==> config.mk <==
export PLATFORM = sky130hd
export DESIGN_NAME = dpm_ln_cell
export DESIGN_NICKNAME = d
export VERILOG_FILES = /design/src/hdl/dpm_pkg.sv /design/src/hdl/dpm_ln_cell.sv
export SDC_FILE = /design/constraint.sdc
export NUM_CORES = 1
export LEC_CHECK = 0
export BUFFER_PORTS_ARGS = -buffer_cell sky130_fd_sc_hd__clkbuf_2
export CAP_MARGIN = 20
export CORE_MARGIN = 2
export CORE_UTILIZATION = 50
export DETAILED_ROUTE_END_ITERATION = 6
export GPL_TIMING_DRIVEN = 0
export PLACE_DENSITY = 0.76
export SYNTH_ARGS = -nofsm -noshare
export SYNTH_HDL_FRONTEND = slang
export SYNTH_SLANG_ARGS = --single-unit
==> constraint.sdc <==
create_clock -name clk_i -period 15.7 [get_ports clk_i]
set_input_delay 3.14 -clock clk_i [delete_from_list [all_inputs] [get_ports clk_i]]
set_output_delay 3.14 -clock clk_i [all_outputs]
set_load 0.01 [all_outputs]
==> src/hdl/dpm_pkg.sv <==
// Shared constants, types and elaboration-time table builders for the
// Magnus dew point pipeline. No dependencies.
package dpm_pkg;

  // Fraction bits of the wide log accumulator.
  localparam int LN_Q     = 58;
  localparam int TEMP_W   = 15;
  localparam int HUM_W    = 14;
  localparam int DEW_W    = 15;
  // Highest bit position of a humidity reading.
  localparam int HUM_MSB  = HUM_W - 1;
  // Zero bits below the normalized humidity mantissa.
  localparam int MANT_PAD = LN_Q + 1 - HUM_W;

  // Magnus constants in hundredths (B_SCALED in ten-thousandths).
  localparam int A_CENTI     = 1762;
  localparam int B_CENTI     = 24312;
  localparam int B_SCALED    = 2431200;
  localparam int DEN_A_SCALE = 100;
  localparam int DEN_A_HALF  = 50;
  localparam int DEW_LIMIT   = 10000;
  localparam int HUM_FULL    = 10000;

  // Width of b+T times 100 and quotient width of the dew point divide.
  localparam int DEN_A_W = 22;
  localparam int QUO_B_W = 15;

  typedef logic [63:0]        q58_t;
  typedef logic [13:0][63:0]  ln2_tab_t;

  // Unsigned 64-bit quotient by shift and subtract, for table building only.
  function automatic q58_t udiv64(q58_t num, q58_t den);
    q58_t        quo;
    logic [64:0] rem;
    int          i;
    quo = '0;
    rem = '0;
    for (i = 63; i >= 0; i--) begin
      rem = {rem[63:0], num[i]};
      if (rem >= {1'b0, den}) begin
        rem    = rem - {1'b0, den};
        quo[i] = 1'b1;
      end
    end
    return quo;
  endfunction

  // ln(1 + 2^-k) in Q58 from the alternating series.
  function automatic q58_t ln_tab(int k);
    q58_t s;
    q58_t term;
    int   n;
    s = '0;
    for (n = 1; n * k <= LN_Q; n++) begin
      term = udiv64(64'd1 << (LN_Q - n * k), 64'(n));
      if (n[0] == 1'b1) begin
        s = s + term;
      end else begin
        s = s - term;
      end
    end
    return s;
  endfunction

  // ln 2 in Q58 as 2*atanh(1/3).
  function automatic q58_t ln2_q();
    q58_t two;
    q58_t p3;
    q58_t sum;
    q58_t q;
    int   n;
    logic done;
    two  = 64'd1 << (LN_Q + 1);
    p3   = 64'd3;
    sum  = '0;
    done = 1'b0;
    for (n = 1; n < 80; n += 2) begin
      if (!done) begin
        q = udiv64(two, p3);
        if (q == 64'd0) begin
          done = 1'b1;
        end else begin
          sum = sum + udiv64(q, 64'(n));
          if (p3 > (64'd1 << 59)) begin
            done = 1'b1;
          end else begin
            p3 = p3 * 64'd9;
          end
        end
      end
    end
    return sum;
  endfunction

  // p * ln 2 for every exponent of a humidity reading.
  function automatic ln2_tab_t ln2_table();
    ln2_tab_t t;
    q58_t     l2;
    int       p;
    l2 = ln2_q();
    for (p = 0; p < 14; p++) begin
      t[p] = 64'(p) * l2;
    end
    return t;
  endfunction

  // Shift-add log of a constant integer, same steps as the cell chain.
  function automatic q58_t ln_int_c(int unsigned v, int fb);
    int   p;
    int   k;
    q58_t m;
    q58_t z;
    q58_t c;
    q58_t y;
    p = 0;
    while (p < HUM_MSB && (v >> (p + 1)) != 0) begin
      p++;
    end
    m = 64'(v) << (LN_Q - p);
    z = 64'd1 << LN_Q;
    y = '0;
    for (k = 1; k <= fb; k++) begin
      c = z + (z >> k);
      if (c <= m) begin
        z = c;
        y = y + ln_tab(k);
      end
    end
    return 64'(p) * ln2_q() + y;
  endfunction

endpackage

==> src/hdl/dpm_ln_cell.sv <==
// One step of the shift-add logarithm: try the factor (1 + 2^-K).
// Depends on dpm_pkg for the Q58 log table.
module dpm_ln_cell
  import dpm_pkg::*;
#(
  parameter int K = 1
) (
  input  logic              clk_i,
  input  logic              en_i,
  input  logic [LN_Q:0]     z_i,
  input  logic [LN_Q:0]     y_i,
  input  logic [HUM_W-1:0]  mn_i,
  output logic [LN_Q:0]     z_o,
  output logic [LN_Q:0]     y_o,
  output logic [HUM_W-1:0]  mn_o
);

  localparam q58_t TabK = ln_tab(K);

  logic [LN_Q+1:0] cand;
  logic [LN_Q:0]   mant;
  logic            take;
  logic [LN_Q:0]   z_d;
  logic [LN_Q:0]   y_d;

  // Grow the product if it stays at or below the mantissa
  always_comb begin
    mant = {mn_i, {MANT_PAD{1'b0}}};
    cand = {1'b0, z_i} + {1'b0, z_i >> K};
    take = (cand <= {1'b0, mant});
    z_d  = take ? cand[LN_Q:0] : z_i;
    y_d  = take ? (y_i + TabK[LN_Q:0]) : y_i;
  end

  // Advance with the pipeline
  always_ff @(posedge clk_i) begin
    if (en_i) begin
      z_o  <= z_d;
      y_o  <= y_d;
      mn_o <= mn_i;
    end
  end

endmodule

==> Word level (Yosys, flattened, before mapping) <==
Index checks and enable logic that the tools add are counted.
{ "word_totals": {"regBits": 132, "word_cells": 8} }
{ "op_classes": {"order_cmp": 1, "n_addsub": 2, "muxes": 2} }
{ "ops": {"columns": ["cell", "n"], "rows": [
  ["$mux W59", 2],
  ["$add A59 B58 Y60", 1],
  ["$le A60 B59 Y1", 1],
  ["$add A59 B57 Y59 const B", 1]
]} }

==> Longest topological paths before layout <==
{ "logic_depth": {"ltp_word": 3, "mapped_depth": 29} }

==> Worst setup path before layout <==
No wires, ideal clock.
{ "synth_timing": {"path_type": "in2reg", "startpoint": "input z_i[27]", "endpoint": "register z_o[32] (data pin)", "slack_ps": 7032, "cell_stages": 26, "arrival_time_ps": 8408, "t_required_ps": 15440, "path_cell_list": "ha_1 > clkbuf_1 > a21oi_1 > o21ai_0 > a21o_1 > a21o_1 > a2111oi_0 > a21oi_1 > a41o_1 > a31o_2 > a21o_1 > xor2_1 > ha_1 > nand4_1 > nor2_1 > o2111ai_1 > nor4_1 > nand4_1 > or4_1 > nor4_1 > nand4_1 > a2111o_1 > nand2_1 > buf_6 > buf_4 > mux2_2"} }
{ "synth_between": {"elab_chain_cells": 3} }
{ "synth_lines": {"columns": ["element", "line_no", "source"], "rows": [
  ["start: declaration", "dpm_ln_cell.sv:10", "input logic [LN_Q:0] z_i,"],
  ["$add A59 B58 Y60 (*)", "dpm_ln_cell.sv:29", "cand = {1'b0, z_i} + {1'b0, z_i >> K};"],
  ["$le A60 B59 Y1", "dpm_ln_cell.sv:30", "take = (cand <= {1'b0, mant});"],
  ["$mux W59 (*)", "dpm_ln_cell.sv:31", "z_d = take ? cand[LN_Q:0] : z_i;"],
  ["via z_d[32]", "dpm_ln_cell.sv:23", "logic [LN_Q:0] z_d;"],
  ["end signal: assignment", "dpm_ln_cell.sv:38", "z_o <= z_d;"],
  ["end: declaration", "dpm_ln_cell.sv:13", "output logic [LN_Q:0] z_o,"]
]} }
Mark *: on every way through the listed nets, which the timed path passes. The rest lies on a longest branch.
A chain may end at the register's enable or synchronous reset.

==> Final worst setup path <==
{ "layout_timing": {"startpoint": "input z_i[16]", "endpoint": "register z_o[15] (data pin)"} }
Same word-level chain as after synthesis.

==> impl_metrics.yaml <==
clock_network:
  cts.reportedPaths.clkPinSlew_ns: 0.07
  post-cts-setup-buffers: 0
  clockRootBuffer: "clkbuf_16"
  cts_tree: "yes"
  ctsLongestPathBuffers: 2
  cts_buffers: 17
  cts_resized: 0
  htreeDepth: 4
  clkSinkCount: 132
  hold_buffers: 0
logic_synthesis:
  postSynthCellCount: 1089
  synth_area_um2: 10400
  async_flop_share_pct: 0
  syn_nets: 1298
  yosys_warnings: 0
  ys_seq_elements: 132
  synth_edf_count: 132
  syn_area_per_cell_um2: 9.57
  yosys.area.top_type_share_pct: 38.0
  yosysTopAreaCell: "edfxtp_1"
  netlist_top_cells_area: "edfxtp_1, ha_1, xnor2_1, nand2_1, a21oi_1"
  synthFlopType: "edfxtp_1"
  ys_seq_area_share_pct: 38.0
  synthDistinctLibCells: 77
critical_path:
  cp_slowest_cell: "a2111o_1"
  worst_path_largest_cell_delay_ns: 0.51
  crit_path_max_fanout: 10
  cp.required_ns: 15.85
  critPathArrivalTime_ns: 10.30
  critPathMostFrequentCell: "a21oi_1"
  startpoint_type: "input pin"
  criticalPathCategory: "input pin to flop"
  cp-end-kind: "flop"
route:
  drc: 0
  antenna_left: 0
  viasPerCell: 5.93
  drt-wirelength-per-cell_um: 19.1
  vias: 9818
  drtIter0Drc: 626
  wl_um: 31700
  first_pass_iters: 7
power_and_ir_drop:
  power_leakage_nw: 5.47
  ir_drop_mv: 0.0745
  total_power_w: 0.00139
  power_density_nw_per_um2: 110
final_layout:
  post-route-util_pct: 62.4
  syn2layout_area_growth_pct: 21.9
  n_antenna_cell: 0
  drive_above_1_share_pct: 27.8
  nFillCells: 1778
  final_nets: 1583
placed_design:
  port_buffers: 265
  place_congestion: 0.943
  hpwl_um: 25200
global_routing:
  first_global_vias: 9542
  grt_max_degree: 92
  grt_overflow: 0
  antenna_found_initial: 1
  grt_pass1_wl_um: 49500
  grtUsageTotal_pct: 28.4
sta:
  finalSetupViolations: 0
  post-route-min-period_ns: 10.15
  max_freq_mhz: 98.5
  slew_headroom_pct: 37.9
  worstMarginPinSlew_ns: 0.924
  slew_violations: 0
  tns_ns: 0
  rsz0062_at_grt: "no"
  fin_crit_sh_pct: 64.7
  finalHoldViolCount: 0
floorplan:
  core_um2: 20400
  boundaryPins: 266
  start_util_pct: 51.2
  die_x_um: 148
  rows: 52
  dieArea_um2: 22000
  die_height_um: 148
min_path:
  min-delay-path-class: "input pin to flop"
run:
  maxCapViolCount: 0
run_status:
  outcome: "finished, final reports clean"
[sequential cells by signal, summed over array words and instances, names as in the netlist]
signal and flops:
y_o 59, mn_o 14, z_o 59
[logic make-up after synthesis]
logic type	Yosys count	synth area share (%)
xor gates and xnor gates	97	8.15
DFF	132	38.0
AOI/OAI and AO/OA	303	19.8
adders and majority gates	75	9.07
muxes	41	4.36
and+or+nand+nor	371	17.5
buffers and inverters	70	3.11
[synthesized netlist by cell type, types with 8 or more instances]
library cell,count
nor3_1,13
and3_1,20
nand3_1,34
nand2_1,115
xor2_1,18
nor4_1,13
ha_1,74
buf_4,8
nand3b_1,8
inv_1,32
and2_1,8
or3_1,12
edfxtp_1,132
o21bai_1,8
o211ai_1,9
nand2b_1,11
a211oi_1,14
a21oi_1,82
a21o_1,31
xnor2_1,79
o21a_1,13
a31oi_1,9
mux2_2,35
o21ai_0,54
buf_2,12
a31o_2,10
nand4_1,23
nor2_1,82
clkbuf_1,14
[worst max-delay path, delay by kind of cell]
family,cells,cell delay (ns)
adders and majority gates,2,0.56
and+or+nand+nor,10,2.19
buffers and inverters,5,1.06
xor gates and xnor gates,1,0.08
AOI/OAI and AO/OA,12,3.23
[metal layers]
layer	global-route usage (%)	up-vias	part of all wire, %
li1	-	4727	-
met1	36.5	4630	43
met2	48.8	404	49
met3	4.91	57	6.3
met4	9.62	0	2.6
met5	0	-	0
[power by group]
group	internal (W)	leakage (nW)	switching, W	total [W]
sequential	0.000469	1.29	0.0000159	0.000485
clock	0.000213	0.284	0.000184	0.000396
combinational	0.000207	3.90	0.000304	0.000511
total	0.000890	5.47	0.000504	0.00139
[cell usage in the layout, fill, tap and decap left out, types with 13 or more instances in the layout]
cell,netlist,routed
clkbuf_16,0,17
nand2_1,115,115
a21o_1,31,31
xor2_1,18,18
nand4_1,23,23
clkbuf_2,1,265
nor2_1,82,82
xnor2_1,79,79
a211oi_1,14,14
and3_1,20,20
clkbuf_1,14,14
a21oi_1,82,82
inv_1,32,32
nor3_1,13,13
ha_1,74,74
o21ai_0,54,54
nor4_1,13,13
mux2_2,35,35
nand3_1,34,34
edfxtp_1,132,132
o21a_1,13,13
[final timing paths]
path,startpoint,endpoint,depth (start not counted)
worst max-delay path,z_i[16],z_o[15],30
worst min-delay path,y_i[0],y_o[0],1
[area by class of cell]
type	count	area, um^2	area share [%]
tap	270	338	2.66
clock buffer	17	425	3.35
clock inverter	15	158	1.24
buffer	38	204	1.60
multi-input combinational	887	6140	48.3
sequential	132	3960	31.2
timing repair buffer	266	1360	10.7
inverter	32	120	0.945
[metrics by stage]
step           cell area (um^2)  std cells  hold WS [ns]  worst slack (ns)
2_1_floorplan             10400       1089          3.24              7.03
5_1_grt                   12700       1657          2.88              4.98
4_1_cts                   12700       1657          2.88              5.60
3_3_place_gp              12100       1624          3.32              5.15
6_report                  12700       1657          2.90              5.55
3_5_place_dp              12100       1625          3.33              5.18
Note: power is estimated with default switching activity, not from simulation.
