==> src/hdl/dpm_div_cell.sv <==
// One restoring division step: one quotient bit per cell.
// No package dependencies.
module dpm_div_cell #(
  parameter int DEN_W = 22,
  parameter int QUO_W = 26
) (
  input  logic             clk_i,
  input  logic             en_i,
  input  logic [DEN_W-1:0] r_i,
  input  logic [QUO_W-1:0] nq_i,
  input  logic [DEN_W-1:0] d_i,
  output logic [DEN_W-1:0] r_o,
  output logic [QUO_W-1:0] nq_o,
  output logic [DEN_W-1:0] d_o
);

  logic [DEN_W:0]   trial;
  logic [DEN_W:0]   diff;
  logic             ge;
  logic [DEN_W-1:0] r_d;
  logic [QUO_W-1:0] nq_d;

  // Bring down the next dividend bit, subtract when it fits
  always_comb begin
    trial = {r_i, nq_i[QUO_W-1]};
    diff  = trial - {1'b0, d_i};
    ge    = (trial >= {1'b0, d_i});
    r_d   = ge ? diff[DEN_W-1:0] : trial[DEN_W-1:0];
    nq_d  = {nq_i[QUO_W-2:0], ge};
  end

  // Advance with the pipeline
  always_ff @(posedge clk_i) begin
    if (en_i) begin
      r_o  <= r_d;
      nq_o <= nq_d;
      d_o  <= d_i;
    end
  end

endmodule

==> config.mk <==
export PLATFORM = sky130hd
export DESIGN_NAME = dpm_div_cell
export DESIGN_NICKNAME = d
export VERILOG_FILES = /design/src/hdl/dpm_div_cell.sv
export SDC_FILE = /design/constraint.sdc
export NUM_CORES = 1
export LEC_CHECK = 0
export BUFFER_PORTS_ARGS = -buffer_cell sky130_fd_sc_hd__clkbuf_2
export CORE_MARGIN = 5
export CORE_UTILIZATION = 40
export CTS_CLUSTER_SIZE = 25
export DETAILED_ROUTE_END_ITERATION = 8
export PLACE_DENSITY = 0.64
export SETUP_SLACK_MARGIN = 0.3
export SLEW_MARGIN = 20
export SYNTH_ARGS = -nofsm -noshare
export SYNTH_HDL_FRONTEND = slang
export SYNTH_SLANG_ARGS = --single-unit
==> constraint.sdc <==
create_clock -name clk_i -period 6.2 [get_ports clk_i]
set_input_delay 0 -clock clk_i [delete_from_list [all_inputs] [get_ports clk_i]]
set_output_delay 0 -clock clk_i [all_outputs]
set_load 0.02 [all_outputs]
; ---- Word level (Yosys, flattened, before mapping)
; Cells that the tools add are included.
[word_totals]
reg_bits = 70
output_inout_bits = 70
[op_classes]
n_addsub = 1
order_cmp = 1
muxes = 1
[ops]
columns = op, n
row1 = $ge 23x22->1, 1
row2 = $mux 22, 1
row3 = $sub 22x22->22, 1

; ---- Logic depth before layout (Yosys ltp)
; Gate-level depths: netlist of run 1.
[logic_depth]
depth_word = 2
depth_mapped = 10
mapped_depth_nobuf = 10

; ---- Worst setup path before layout of run 1
; Ideal clock, no wire load.
[synth_timing]
kind = input port to flip-flop
start = in d_i[10]
end = reg r_o[10] (data pin)
arrival_time_ns = 2.056
t_required_ns = 5.940
setup_slack_ns = 3.884
stages = 10
path_buffers = 2
cell_sequence = inv_1 -> ha_1 -> clkbuf_1 -> nand2_1 -> or3_1 -> a211o_1 -> a2111oi_4 -> nor2_2 -> buf_6 -> mux2_4
[synth_between]
elab_chain_len = 2
[synth_rtl]
columns = item, line
row1 = from (decl), 11  ; input logic [DEN_W-1:0] d_i,
row2 = $sub 22x22->22 or $ge 23x22->1 (tied branches), "26, 27"
row3 = $mux 22 (*), 28  ; r_d = ge ? diff[DEN_W-1:0] : trial[DEN_W-1:0];
row4 = net r_d[10], 20  ; logic [DEN_W-1:0] r_d;
row5 = to (signal assigned), 35  ; r_o <= r_d;
row6 = to (decl), 12  ; output logic [DEN_W-1:0] r_o,
; The timed path passes the listed nets; every way through them passes the cells marked *.
; A chain may end at the register's enable or synchronous reset.

; ---- Worst setup path in the final report of run 1
[layout_timing]
start = in d_i[13]
end = reg r_o[2] (data pin)
[layout_between]
elab_chain_len = 2
[layout_rtl]
columns = item, line
row1 = $ge 23x22->1, 27  ; ge = (trial >= {1'b0, d_i});
row2 = $mux 22, 28
row3 = net r_d[2], 20
; The timed path passes the listed nets, and every way through them passes these cells.

==> results of run 1 <==
cells in the mapped netlist, drive strengths merged (2+ instances only):
cell type | count | area, sq um
mux2 | 21 | 300
nor3 | 7 | 35.0
o21ai | 15 | 75.1
nor4 | 2 | 12.5
nand3 | 3 | 15.0
edfxtp | 70 | 2100
xnor2 | 7 | 61.3
o311ai | 2 | 17.5
nor2 | 13 | 51.3
clkbuf | 6 | 22.5
mux2i | 2 | 20.0
o31a | 2 | 17.5
o22ai | 3 | 18.8
a21oi | 26 | 130
a31oi | 2 | 12.5
nand2 | 24 | 92.6
buf | 6 | 42.5
inv | 30 | 113
o211ai | 2 | 15.0
or3 | 3 | 18.8
a21o | 5 | 37.5
nand4 | 6 | 37.5
a211oi | 3 | 22.5
ha | 22 | 275
xor2 | 8 | 70.1
o21a | 2 | 15.0
nor2b | 3 | 18.8
and4 | 3 | 26.3
nor3b | 2 | 15.0
metal layers:
metal / global-route usage, % / vias to the layer above / wire (microns)
met4: 5.68 / 0 / 133
met3: 4.30 / 11 / 802
met1: 22.6 / 1537 / 4540
li1: - / 1596 / -
met2: 30.4 / 134 / 4980
met5: 0 / - / 0
state kept, by name, summed over array words and instances (netlist names):
name / flops
r_o: 22
nq_o: 26
d_o: 22
area by class of cell:
class / instances / area (sq um)
Tap cell: 129 / 161
Fill cell: 811 / 3790
Inverter: 30 / 113
Multi-Input combinational cell: 204 / 1570
Sequential cell: 70 / 2100
Clock inverter: 6 / 71.3
Clock buffer: 10 / 128
Timing Repair Buffer: 209 / 1390
where the power goes:
part | internal [mW] | switching [mW]
clock network | 0.189 | 0.187
registers | 0.581 | 0.0134
logic | 0.168 | 0.213
total | 0.938 | 0.414
kinds of logic after synthesis:
kind of cell               share of synthesized area [%]
AOI/OAI and AO/OA                                   12.1
and+or+nand+nor                                     9.32
DFF                                                 54.6
buffers and inverters                               4.61
muxes                                               8.32
adders and majority gates                           7.67
xor gates and xnor gates                            3.41
what timing repair did:
action / in CTS / in global routing
hold buffers: 67 / 0
endpoints found under the setup margin: 0 / 0
hold endpoints to repair: 67 / 0
cell usage in the layout, fill, tap and decap left out, types with 3 or more instances in the layout:
| cell type | synthesis | layout |
|---|---|---|
| clkbuf_2 | 0 | 140 |
| edfxtp_1 | 70 | 70 |
| dlygate4sd3_1 | 0 | 67 |
| inv_1 | 29 | 29 |
| a21oi_1 | 26 | 26 |
| nand2_1 | 23 | 23 |
| ha_1 | 22 | 22 |
| mux2_4 | 17 | 17 |
| nor2_1 | 12 | 12 |
| o21ai_0 | 10 | 10 |
| clkbuf_8 | 0 | 9 |
| xor2_1 | 8 | 8 |
| nor3_1 | 7 | 7 |
| xnor2_1 | 7 | 7 |
| nand4_1 | 6 | 6 |
| o21ai_1 | 5 | 5 |
| a21o_1 | 5 | 5 |
| nand3_1 | 3 | 3 |
| a211oi_1 | 3 | 3 |
| nor2b_1 | 3 | 3 |
| or3_1 | 3 | 3 |
| o22ai_1 | 3 | 3 |
| and4_1 | 3 | 3 |
| mux2_1 | 3 | 3 |
how the worst min path moves through the flow:
stage          endpoint  slack (ns)  cells past startpoint
2_1_floorplan    d_o[0]         0.1                      0
3_3_place_gp   nq_o[22]        0.18                      1
3_5_place_dp    nq_o[2]        0.18                      1
4_1_cts          r_o[1]       0.005                      2
5_1_grt          r_o[1]        0.03                      2
6_report         r_o[1]        0.02                      2
critical path: cells and delay by family:
kind	cells	cell delay (ns)
buffers and inverters	4	0.98
AOI/OAI and AO/OA	2	0.64
and+or+nand+nor	3	0.58
adders and majority gates	1	0.39
muxes	1	0.35
==> results.json, run 1 <==
{
  "status": "completed",
  "htree_levels": 3,
  "first_global_vias": 3318,
  "stdcell_area_sq_um": 5530,
  "cp-startpoint": "d_i[13]",
  "postCtsResizedCells": 0,
  "crit_arrival_ns": 2.96,
  "ant_nets": 0,
  "tightest_slew_ns": 0.874,
  "routed_wl_microns": 10500,
  "fin_crit_ns": 2.87,
  "syn_avg_cell_area_sq_um": 12.2,
  "ys_ff_latch": 70,
  "startpoint_type": "input pin",
  "endpoint_kind": "flop",
  "whs_ns": 0.0174,
  "path_cells": "dlygate4sd3_1 > clkbuf_2 > inv_1 > ha_1 > nand4_1 > or3_1 > a211o_1 > a2111oi_4 > nor2_2 > buf_4 > mux2_1",
  "die_y_microns": 108,
  "rsz0062_at_grt": "no",
  "hold_viol": 0,
  "placedInstanceArea_sq_um": 4660,
  "fmax_mhz": 349,
  "criticalPathCategory": "input pin to flop",
  "setup_tns_ns": 0,
  "cts_buffer_depth": 2,
  "yosysSeqAreaShare_pct": 54.6,
  "slew_viol_final": 0,
  "cp_slowest_cell": "dlygate4sd3_1",
  "dr.pass1.iters": 4,
  "start_util_pct": 41.3,
  "diodes": 0,
  "avgViaCountPerCell": 4.98,
  "fin_crit_sh_pct": 46.2,
  "power_density_nw_per_um2": 244,
  "layout.cells.non_filler": 658,
  "worst_ep_required_time_ns": 6.29,
  "drt_iter0_markers": 178,
  "pre_cts_ws_ns": 3.53,
  "peakVddDrop_mv": 0.106,
  "setup_ws_ns": 3.33,
  "grt_max_degree": 71,
  "synth_warnings": 0,
  "clkSinkCount": 70,
  "layout-drive-gt1-share_pct": 33.8,
  "grt_util_all_layers_pct": 17.9,
  "chipWidth_microns": 108,
  "crit_fanout": 23,
  "portBuffers": 141,
  "dieArea_sq_um": 11700,
  "numCtsBuffers": 9,
  "synth_edf_count": 70,
  "power_mw": 1.35,
  "p_leak_nw": 2.46,
  "maxCapViolations": 0,
  "core.rowCount": 35,
  "vias": 3278,
  "pin_count": 142,
  "dp_hpwl_microns": 7570,
  "synthArstFlopShare_pct": 0,
  "synth_fp_nets": 411,
  "placed_cells": 575,
  "tritoncts": "done",
  "core_sq_um": 9330,
  "areaGrowthSynthToFinish_pct": 43.7,
  "wl_per_cell_microns": 15.9,
  "syn_inst": 316,
  "cts_root_buffer": "clkbuf_8",
  "hp-start": "r_i[0]",
  "netlist_area_sq_um": 3850,
  "cpPeakStageDelay_ns": 0.55,
  "grt_pass1_wl_microns": 16400,
  "setup_violations": 0,
  "synthFlopType": "edfxtp_1",
  "fin_nets": 619,
  "setup.worst_path.end": "r_o[2]",
  "post_cts_buffers": 0,
  "drc_errors": 0,
  "overflow": 0,
  "routabilityCongestion": 0.892,
  "fin_util_pct": 59.3,
  "hold_class": "input pin to flop",
  "synth_cell_types": 52,
  "antenna_found_initial": 0,
  "clk_pin_slew_ns": 0.07,
  "slew_headroom_pct": 41.7
}
Power figures use the tool's default switching activity.
==> inputs of run 2 (changes only) <==
- PLACE_DENSITY: 0.64 -> 0.67
- clock period: 6.2 -> 2.3 ns (I/O delays scaled with it)
==> results.json, run 2 (synthesis results as in run 1) <==
{
  "cts_root_buffer": "clkbuf_8",
  "crit_arrival_ns": 2.13,
  "grt_pass1_wl_microns": 18000,
  "rsz0062_at_grt": "yes",
  "fin_util_pct": 65.4,
  "numCtsBuffers": 9,
  "core.rowCount": 35,
  "dieArea_sq_um": 11700,
  "tritoncts": "done",
  "fin_crit_ns": 2.03,
  "diodes": 0,
  "criticalPathCategory": "input pin to flop",
  "hold_class": "input pin to flop",
  "p_leak_nw": 2.71,
  "fillCellCount": 733,
  "core_sq_um": 9330,
  "whs_ns": 0.0221,
  "slew_headroom_pct": 42.3,
  "wl_per_cell_microns": 16.9,
  "hold_end": "r_o[0]",
  "vias": 3458,
  "grt_util_all_layers_pct": 19.8,
  "drc_errors": 0,
  "final_common_cell": "clkbuf_2",
  "placedInstanceArea_sq_um": 5130,
  "fin_nets": 658,
  "startpoint_type": "input pin",
  "maxCapViolations": 0,
  "largest_reg_flops": 26,
  "avgViaCountPerCell": 4.96,
  "drt_iter0_markers": 119,
  "first_global_vias": 3643,
  "overflow": 0,
  "antenna_found_initial": 0,
  "chipWidth_microns": 108,
  "cts_buffer_depth": 2,
  "fmax_mhz": 493,
  "tightest_slew_ns": 0.866,
  "slew_viol_final": 0,
  "setup_violations": 0,
  "grt_max_degree": 71,
  "hold_viol": 0,
  "power_density_nw_per_um2": 645,
  "areaGrowthSynthToFinish_pct": 58.3,
  "clkSinkCount": 70,
  "cpPeakStageDelay_ns": 0.41,
  "start_util_pct": 41.3,
  "final_cell_mix": "clkbuf_2 (131), edfxtp_1 (70), dlygate4sd3_1 (63)",
  "fin_crit_sh_pct": 88.3,
  "worst_ep_required_time_ns": 2.40,
  "pin_count": 142,
  "routed_wl_microns": 11800,
  "status": "completed",
  "path_cells": "buf_6 > ha_4 > nand4_1 > or3_1 > a211o_1 > a2111oi_4 > nor2_4 > clkbuf_16 > mux2_4",
  "crit_fanout": 6,
  "stdcell_area_sq_um": 6100,
  "hp-start": "nq_i[25]",
  "path_buf_inv": 2,
  "regMostFlops": "nq_o",
  "endpoint_kind": "flop",
  "portBuffers": 141,
  "cp_slowest_cell": "a2111oi_4",
  "reg_top3": "nq_o: 26 flops, d_o: 22 flops, r_o: 22 flops",
  "layout-drive-gt1-share_pct": 42.3,
  "ant_nets": 0,
  "clk_pin_slew_ns": 0.09,
  "critPathTopFamily": "compound AO/OA/AOI/OAI gates",
  "htree_levels": 3,
  "routabilityCongestion": 0.885,
  "peakVddDrop_mv": 0.351,
  "dp_hpwl_microns": 8000,
  "dr.pass1.iters": 4,
  "die_y_microns": 108,
  "hold_depth": 3
}
run 2: timing repair:
action	CTS	global route
hold buffers	62	1
pin swaps	4	1
buffers inserted	2	0
endpoints found under the setup margin	20	21
gates resized for setup	2	29
cloned	0	1
hold endpoints to repair	62	1
run 2: area by class of cell:
class                   count  area (sq um)  share of cell area, %
flip-flops and latches     70          2100                   34.5
repair buffers            248          1770                   29.1
multi-input cells         204          1700                   27.8
well taps                 129           161                   2.65
inverters                  30           143                   2.34
clock buffers              10           128                   2.09
clock inverters             6          95.1                   1.56
run 2: routing by layer:
layer | vias up | GRT usage (%) | wire length, microns | share of wire, %
met3 | 16 | 6.09 | 867 | 7.4
met2 | 118 | 36.2 | 6000 | 51
met5 | - | 0 | 0 | 0
met4 | 0 | 6.76 | 216 | 1.8
li1 | 1678 | - | - | -
met1 | 1646 | 21.7 | 4670 | 40
run 2: worst min-delay path: cells and delay by family:
kind / cells / cell delay, ns
buf+inv: 2 / 0.12
mux: 1 / 0.13
run 2: worst max path at each step:
stage,from,to,cells past startpoint
after floorplan,d_i[7],r_o[10],10
after global placement,d_i[14],r_o[11],10
after detailed placement,d_i[14],r_o[17],10
after CTS,d_i[14],r_o[13],10
after global routing,d_i[11],r_o[21],10
final,r_i[12],r_o[11],9
run 2: per-stage QoR:
| stage | total power [mW] | setup TNS [ns] | instances | setup slack [ns] |
|---|---|---|---|---|
| 2_1_floorplan | 2.30 | -0.109 | 316 | -0.00694 |
| 5_1_grt | 4.11 | 0 | 697 | 0.180 |
| 4_1_cts | 3.92 | 0 | 695 | 0.257 |
| 6_report | 3.93 | 0 | 697 | 0.270 |
| 3_5_place_dp | 2.70 | -5.16 | 615 | -0.265 |
| 3_3_place_gp | 2.68 | -3.64 | 615 | -0.186 |
run 2: power breakdown:
part           internal (mW)  switching [mW]  leakage, nW
Sequential              1.57          0.0421        0.685
Combinational          0.563           0.620         1.91
Clock                  0.621           0.517        0.111
==> inputs of run 3 (changes only) <==
- CELL_PAD_IN_SITES_DETAIL_PLACEMENT: not set -> 1
- CELL_PAD_IN_SITES_GLOBAL_PLACEMENT: not set -> 1
- CORE_UTILIZATION: 40 -> 35
- PLACE_DENSITY: 0.67 -> 0.74
==> results.json, run 3 (synthesis results as in run 1) <==
{
  "core_sq_um": 10800,
  "hp-start": "nq_i[25]",
  "drc_errors": 0,
  "drt_iter0_markers": 166,
  "path_cells": "clkbuf_2 > inv_1 > ha_2 > or2_0 > a31oi_1 > a211o_1 > a2111oi_4 > nor2_2 > buf_12 > mux2_1",
  "startpoint_type": "input pin",
  "netSwitchingFraction_pct": 30.5,
  "combPwrFrac_pct": 29.6,
  "grt_max_degree": 71,
  "crit_fanout": 17,
  "vias": 3625,
  "power_density_nw_per_um2": 671,
  "core.rowCount": 38,
  "avgViaCountPerCell": 5.13,
  "reg_top3": "nq_o: 26 flops, d_o: 22 flops, r_o: 22 flops",
  "wl_per_cell_microns": 19.6,
  "final_cell_mix": "clkbuf_2 (132), edfxtp_1 (70), dlygate4sd3_1 (63)",
  "overflow": 0,
  "areaGrowthSynthToFinish_pct": 58.6,
  "die_y_microns": 115,
  "setup_tns_ns": 0,
  "tritoncts": "done",
  "rsz0062_at_grt": "yes",
  "hold_depth": 3,
  "htree_levels": 3,
  "p_int_mw": 2.85,
  "endpoint_kind": "flop",
  "routed_wl_microns": 13800,
  "p_leak_nw": 2.70,
  "maxCapViolations": 0,
  "antenna_found_initial": 0,
  "hold_viol": 0,
  "clk_pin_slew_ns": 0.08,
  "setup_ws_ns": 0.239,
  "ant_nets": 0,
  "grt_util_all_layers_pct": 20.4,
  "fin_crit_ns": 2.06,
  "dr.pass1.iters": 4,
  "start_util_pct": 35.7,
  "clkSinkCount": 70,
  "first_global_vias": 3924,
  "numCtsBuffers": 9,
  "power_switching_mw": 1.25,
  "slew_viol_final": 0,
  "power_frac_seq_pct": 39.3,
  "cp_slowest_cell": "ha_2",
  "dieArea_sq_um": 13200,
  "cts_buffer_depth": 2,
  "grt_pass1_wl_microns": 20800,
  "fin_nets": 657,
  "status": "completed",
  "diodes": 0,
  "chipWidth_microns": 115,
  "cts_root_buffer": "clkbuf_8",
  "tightest_slew_ns": 0.903,
  "hold_end": "r_o[0]",
  "routabilityCongestion": 0.912,
  "pin_count": 142,
  "layout-drive-gt1-share_pct": 43.2,
  "dp_hpwl_microns": 8950,
  "clkPwrFrac_pct": 31.1,
  "fmax_mhz": 485,
  "largest_reg_flops": 26,
  "pre_cts_ws_ns": -0.249,
  "slew_headroom_pct": 39.8,
  "fin_crit_sh_pct": 89.6,
  "final_common_cell": "clkbuf_2",
  "portBuffers": 141,
  "peakVddDrop_mv": 0.359,
  "regMostFlops": "nq_o",
  "cpPeakStageDelay_ns": 0.36,
  "crit_arrival_ns": 2.16,
  "setup_violations": 0,
  "hold_class": "input pin to flop",
  "fin_util_pct": 56.6,
  "worst_ep_required_time_ns": 2.40,
  "criticalPathCategory": "input pin to flop"
}
[run 3: cell count changes in the layout (fill, tap and decap cells not counted), moves of 2 or more]
cell,delta
clkinv_4,-3
ha_1,-2
buf_8,-2
buf_6,+2
[run 3: layer usage]
metal / GRT usage [%] / share of wire, %
met1: 23.6 / 39
met2: 37.8 / 52
met4: 5.48 / 1.2
met3: 4.84 / 7.4
met5: 0 / 0
[run 3: critical path: cells and delay by family]
| family | cells | cell delay [ns] |
|---|---|---|
| AND/OR/NAND/NOR | 2 | 0.25 |
| multiplexers | 1 | 0.34 |
| buffers and inverters | 3 | 0.36 |
| AO/OA/AOI/OAI | 3 | 0.84 |
| adder cells (fa/ha/maj) | 1 | 0.36 |
[run 3: final cells by class]
class                      instances  area, sq um
sequential                        70         2100
inverter                          30          140
clock buffer                       9          124
clock inverter                     7          120
multi-input combinational        204         1730
fill                            1178         4680
timing repair buffer             247         1720
tap                              140          175
[run 3: what timing repair did]
| action | 4_1_cts | 5_1_grt |
|---|---|---|
| gates cloned | 0 | 0 |
| setup endpoints to repair | 20 | 22 |
| gates resized for setup | 0 | 29 |
| pin swaps | 4 | 0 |
| buffers inserted | 3 | 4 |
| hold endpoints to repair | 63 | 0 |
| hold buffers | 63 | 0 |
[run 3: power groups by stage]
stage	logic (mW)	registers, mW	clock network [mW]
floorplan	0.492	1.81	0
global placement	1.04	1.63	0
detailed placement	1.07	1.64	0
CTS	1.17	1.61	1.27
global route	1.30	1.63	1.36
finish	1.21	1.61	1.28
[run 3: worst max path at each step]
stage | start | end | slack [ns] | depth (start not counted)
floorplan | d_i[7] | r_o[10] | -0.007 | 10
global placement | d_i[14] | r_o[2] | -0.17 | 10
detailed placement | d_i[14] | r_o[21] | -0.25 | 10
CTS | d_i[14] | r_o[1] | 0.28 | 10
global route | d_i[4] | r_o[1] | 0.20 | 10
finish | d_i[4] | r_o[1] | 0.24 | 10
[run 3: stage by stage]
stage / hold slack (ns) / cells / instance area [sq um] / power (mW)
final: 0.0716 / 707 / 6110 / 4.10
after global routing: 0.0233 / 707 / 6110 / 4.29
after CTS: 0.0128 / 703 / 5990 / 4.06
after detailed placement: 0.179 / 621 / 5090 / 2.71
after global placement: 0.177 / 621 / 5090 / 2.67
after floorplan: 0.0989 / 316 / 4040 / 2.30
